$ cat src/sv/sws_pkg.sv
`timescale 1ns / 1ps
// Shared types and constants for the stack with search block.
// No dependencies; imported by sws_mem and stack_with_search.
package sws_pkg;

  // Number of stack entries
  localparam int unsigned DEPTH  = 128;
  localparam int unsigned ADDR_W = $clog2(DEPTH);
  localparam int unsigned CNT_W  = $clog2(DEPTH + 1);
  localparam int unsigned WORD_W = 32;

  typedef enum logic [1:0] {
    OP_PUSH   = 2'd0,
    OP_POP    = 2'd1,
    OP_SEARCH = 2'd2,
    OP_NOP    = 2'd3
  } opcode_e;

  typedef enum logic [2:0] {
    ST_DONE      = 3'd0,
    ST_FULL      = 3'd1,
    ST_EMPTY     = 3'd2,
    ST_FOUND     = 3'd3,
    ST_NOT_FOUND = 3'd4
  } status_e;

  // Memory access issued by the sequencer in one cycle
  typedef struct packed {
    logic              we;
    logic [ADDR_W-1:0] waddr;
    logic [WORD_W-1:0] wdata;
    logic [ADDR_W-1:0] raddr;
  } mem_req_t;

endpackage

$ cat src/sv/sws_mem.sv
`timescale 1ns / 1ps
// Stack storage: one write port, one read port with registered read data.
// Depends on sws_pkg.
module sws_mem (
  input  logic                      clk_i,
  input  sws_pkg::mem_req_t         req_i,
  output logic [sws_pkg::WORD_W-1:0] rdata_o
);
  import sws_pkg::*;

  logic [WORD_W-1:0] mem_q [DEPTH];
  logic [WORD_W-1:0] rdata_q;

  // Write and registered read
  always_ff @(posedge clk_i) begin
    if (req_i.we) begin
      mem_q[req_i.waddr] <= req_i.wdata;
    end
    rdata_q <= mem_q[req_i.raddr];
  end

  assign rdata_o = rdata_q;

endmodule

$ cat config.mk
export PLATFORM = sky130hd
export DESIGN_NAME = sws_mem
export DESIGN_NICKNAME = d
export VERILOG_FILES = /design/src/sv/sws_pkg.sv /design/src/sv/sws_mem.sv
export SDC_FILE = /design/constraint.sdc
export NUM_CORES = 2
export LEC_CHECK = 0
export ABC_AREA = 1
export ABC_CLOCK_PERIOD_IN_PS = 3000
export BUFFER_PORTS_ARGS = -buffer_cell sky130_fd_sc_hd__buf_2
export CORE_UTILIZATION = 40
export CTS_CLUSTER_DIAMETER = 40
export DETAILED_ROUTE_END_ITERATION = 16
export PLACE_DENSITY = 0.61
export SYNTH_ARGS = -nofsm -noshare
export SYNTH_HDL_FRONTEND = slang
export SYNTH_SLANG_ARGS = --single-unit
$ cat constraint.sdc
create_clock -name clk_i -period 3 [get_ports clk_i]
set_input_delay 0.15 -clock clk_i [delete_from_list [all_inputs] [get_ports clk_i]]
set_output_delay 0.15 -clock clk_i [all_outputs]
set_load 0.01 [all_outputs]
---- Word level (Yosys, flattened, before mapping) ----
Memories as Yosys holds them, arrays and structs flattened. A register that Yosys moved wholly into a read port is not among the register bits.
Index checks and enable logic that the tools add are counted.
operators by class
  muxes and demuxes ....................... 2
operator list
  kind     number
  $mux W1  2
storage, ports and cells
  register bits ........................... 0
  RAM bits ................................ 4096
  word-level logic and storage cells ...... 3
  memories ................................ 1
memories
  memory  depth  bits a word  read ports  clocked after Yosys merged registers in  write ports  RTL line       source
  mem_q   128    32           1           1                                        1            sws_mem.sv:11  logic [WORD_W-1:0] mem_q [DEPTH];

---- Longest topological paths before layout ----
  depth after elaboration ................. 2
  depth in mapped cells ................... 13
  mapped depth without buffers ............ 9

---- Worst setup path after synthesis ----
Ideal clock, no wire load.
  path type ............................... input-to-reg
  start ................................... in req_i[46] (netlist bit)
  end ..................................... mem mem_q[105][0] (enable)
  setup time .............................. 0.421 ns
  arrival ................................. 2.127 ns
  slack ................................... 0.452 ns
  stages on the path ...................... 4
  buffers on the path ..................... 2
  cell sequence ........................... clkbuf_1 > nand2_1 > clkbuf_1 > nor2_1
on the way
  word-level cells in the longest chain between the ends .. 2
RTL lines
  item                           RTL line       source
  start, declared                sws_mem.sv:6   input sws_pkg::mem_req_t req_i,
  $mux W1                        sws_mem.sv:16  if (req_i.we) begin
  $mux W1 (not written as such)  sws_mem.sv:17  mem_q[req_i.waddr] <= req_i.wdata;
  end, declared                  sws_mem.sv:11
Every way passes these cells.

---- Worst setup path after layout ----
  start ................................... in req_i[41] (netlist bit)
  end ..................................... mem mem_q[61][2] (enable)
Straight into the memory's write port.

==> out/summary.txt <==
outcome = finished clean
Yosys top cell by area = edfxtp_1
syn avg cell area = 12.30 sq um
Comb power frac = 5.7%
Reg area = 123600 sq um
Fin Setup TNS = 0 ns
Post-CTS Resized = 0
Seq/Total Area, Yosys = 75.10%
Max Fclk = 347.8 MHz
Sink Count = 4128
Die X = 643.6 um
DR vias = 109617
post-route insts no fill = 19688
Cell Pwr Density = 706.3 nW/um^2
largest net degree at the start of global routing = 133
top cells by area, synth = edfxtp_1 (75%), nand3_1 (12%), nand2_1 (9.5%)
Synth warnings = 0
reg2reg setup slack = 0.55 ns
nets@finish = 13750
metal2 WL = 224200 um
CP Launch Type = input pin
fill count = 35274
Final ANT Viol Nets = 0
I/O Buffers = 79
GP Congestion = 0.8694
net count after synthesis = 13437
maximum clock path buffer count = 4
die boundary height = 643.6 um
Clk pin slew, worst setup/hold paths = 0.06 ns
H-tree Lvls = 6
critical path startpoint = req_i[41]
Seq pwr share = 46.5%
initial core utilization = 40.20%
CP Data Required Time = 3.64 ns
Sw Share = 22.81%
RSZ-0062 raised after global routing = false
post-synthesis cell area = 164600 sq um
Hold-fix buffers, CTS = 50
Netlist cell types = 15
vias in the first global route = 103008
Worst-Margin Slew = 0.9995 ns
wl on met1 = 201100 um
DRC = 0
Clock power frac = 47.8%
I/O pins = 80
Switch Pwr = 31.36 mW
Slew HR = 33.37%
Total GRT Usage = 23.01%
Leak = 67.76 nW
Post-Syn Instances = 13389
Congestion Overflow GR = 0
Vias/cell = 5.568
metal3 WL = 45540 um
Crit Reg-Reg Startpoint = mem_q[110][14]$_DFFE_PP_
final setup skew = 0.03415 ns
worst r2r path cells = 10
DR pass1 iterations = 6
Cell Int Power = 106.1 mW
CP Capture Type = flop
HP Class = input pin to flop
# Post-CTS Setup Buffers = 0
Worst EP arrival = 3.52 ns
Area Growth Syn to Fin = 18.23%
Die ar. = 414200 sq um
CTS Root Cell = clkbuf_16
first-pass GRT wire length = 708800 um
worst hold endpoint = mem_q[35][30]$_DFFE_PP_
min-delay src = req_i[43]
share of the synthesized area in the top cell type = 74.71%
worst-path fanout max = 32
clk_lat worst skew = 1.03 ns
Crit Path Class = input pin to flop
initial drt markers = 13340
CTS tree = done
register bit count reported by yosys = 4128
antenna violations before repair = 35
Pins Over Slew Limit = 0
crit path time final = 2.875 ns
Multi-input gate area = 37300 sq um
core footprint = 409600 sq um
layout cell share with drive strength beyond 1 = 11.42%
Hold Vio Cnt, Final = 0
max-cap violations = 0
Setup violations, final = 0
Reg2Reg Capture Point = rdata_o[14]$_DFF_P_
HPWL after detailed placement = 271500 um
Tcrit/Tclk final = 95.83%
maximum VDD drop = 0.5974 mV
final wirelength = 489200 um
uppermost layer routed = met5
Num CTS Buffers = 543
placed cells = 18558
row count = 235
hold path depth = 5
wire length per cell = 24.85 um
## placed cells by master, fill, tap and decap left out, types with 69 or more instances in the layout
cell,instances
edfxtp_1,4096
bufinv_16,69
buf_4,351
nor2_4,128
clkbuf_16,552
nand2_1,4143
nand3_1,4035
clkinv_1,76
buf_12,231
diode_2,89
## worst max-delay path by stage
stage / endpoint / slack (ns) / depth (start not counted)
after floorplan: mem_q[105][0]$_DFFE_PP_ / 0.45 / 4
after global routing: mem_q[61][2]$_DFFE_PP_ / 0.12 / 10
after detailed placement: rdata_o[13]$_DFF_P_ / 0.05 / 12
after CTS: mem_q[61][2]$_DFFE_PP_ / 0.22 / 10
after global placement: rdata_o[0]$_DFF_P_ / 0.06 / 12
final: mem_q[61][2]$_DFFE_PP_ / 0.13 / 10
## critical path, cell delays in order
cell	delay [ns]
dlygate4sd3_1	0.64
buf_2	0.19
inv_1	0.08
nor3_1	0.23
dlygate4sd3_1	0.62
nand2_2	0.07
dlygate4sd3_1	0.59
buf_4	0.22
nor2_4	0.09
buf_4	0.58
## area by class of cell
type	count	area share, %
multi-input combinational	8328	19.16
clock buffer	632	7.313
antenna	89	0.1144
timing repair buffer	677	4.121
sequential	4128	63.52
clock inverter	359	2.191
inverter	24	0.07328
tap	5451	3.504
## synth_stat cells, drive strengths merged
library cell	instances
inv	24
clkbuf	109
dfxtp	32
edfxtp	4096
nor2	134
nand3	4035
nor3	8
nand2	4151
buf	800
## routing by layer
metal / track usage [%] / vias to the layer above
li1: - / 48885
met1: 32.23 / 54463
met2: 36.01 / 5384
met3: 3.875 / 881
met4: 8.678 / 4
met5: 0 / -
## stage by stage
stage / instance area (sq um) / hold WS, ns / power, mW / util, % / setup slack, ns
6_report: 194600 / 0.06622 / 137.5 / 47.52 / 0.1251
5_1_grt: 194600 / 0.07079 / 140.9 / 47.51 / 0.1161
4_1_cts: 194400 / 0.01490 / 138.0 / 47.47 / 0.2247
3_5_place_dp: 175400 / 0.4170 / 72.79 / 42.83 / 0.05117
3_3_place_gp: 175400 / 0.4184 / 72.73 / 42.83 / 0.06344
2_1_floorplan: 164600 / 0.2489 / 68.81 / - / 0.4521
## registers in the layout (all words and copies together) (netlist names)
signal   cells
mem_q     4096
rdata_o     32
## logic make-up (layout without fill, tap and decap cells)
family,Yosys count,in the layout,synth area share [%]
and+or+nand+nor,8328,8328,22.06
DFF,4128,4128,75.10
buffers and inverters,933,1692,2.841
other,0,89,0
## power by group through the flow
stage	clock (mW)	sequential (mW)	combinational (mW)
global placement	0	65.1	7.61
CTS	66.3	63.9	7.77
detailed placement	0	65.1	7.67
floorplan	0	65.0	3.83
finish	65.7	63.9	7.83
global route	68.6	63.9	8.39
Power figures use the tool's default switching activity.
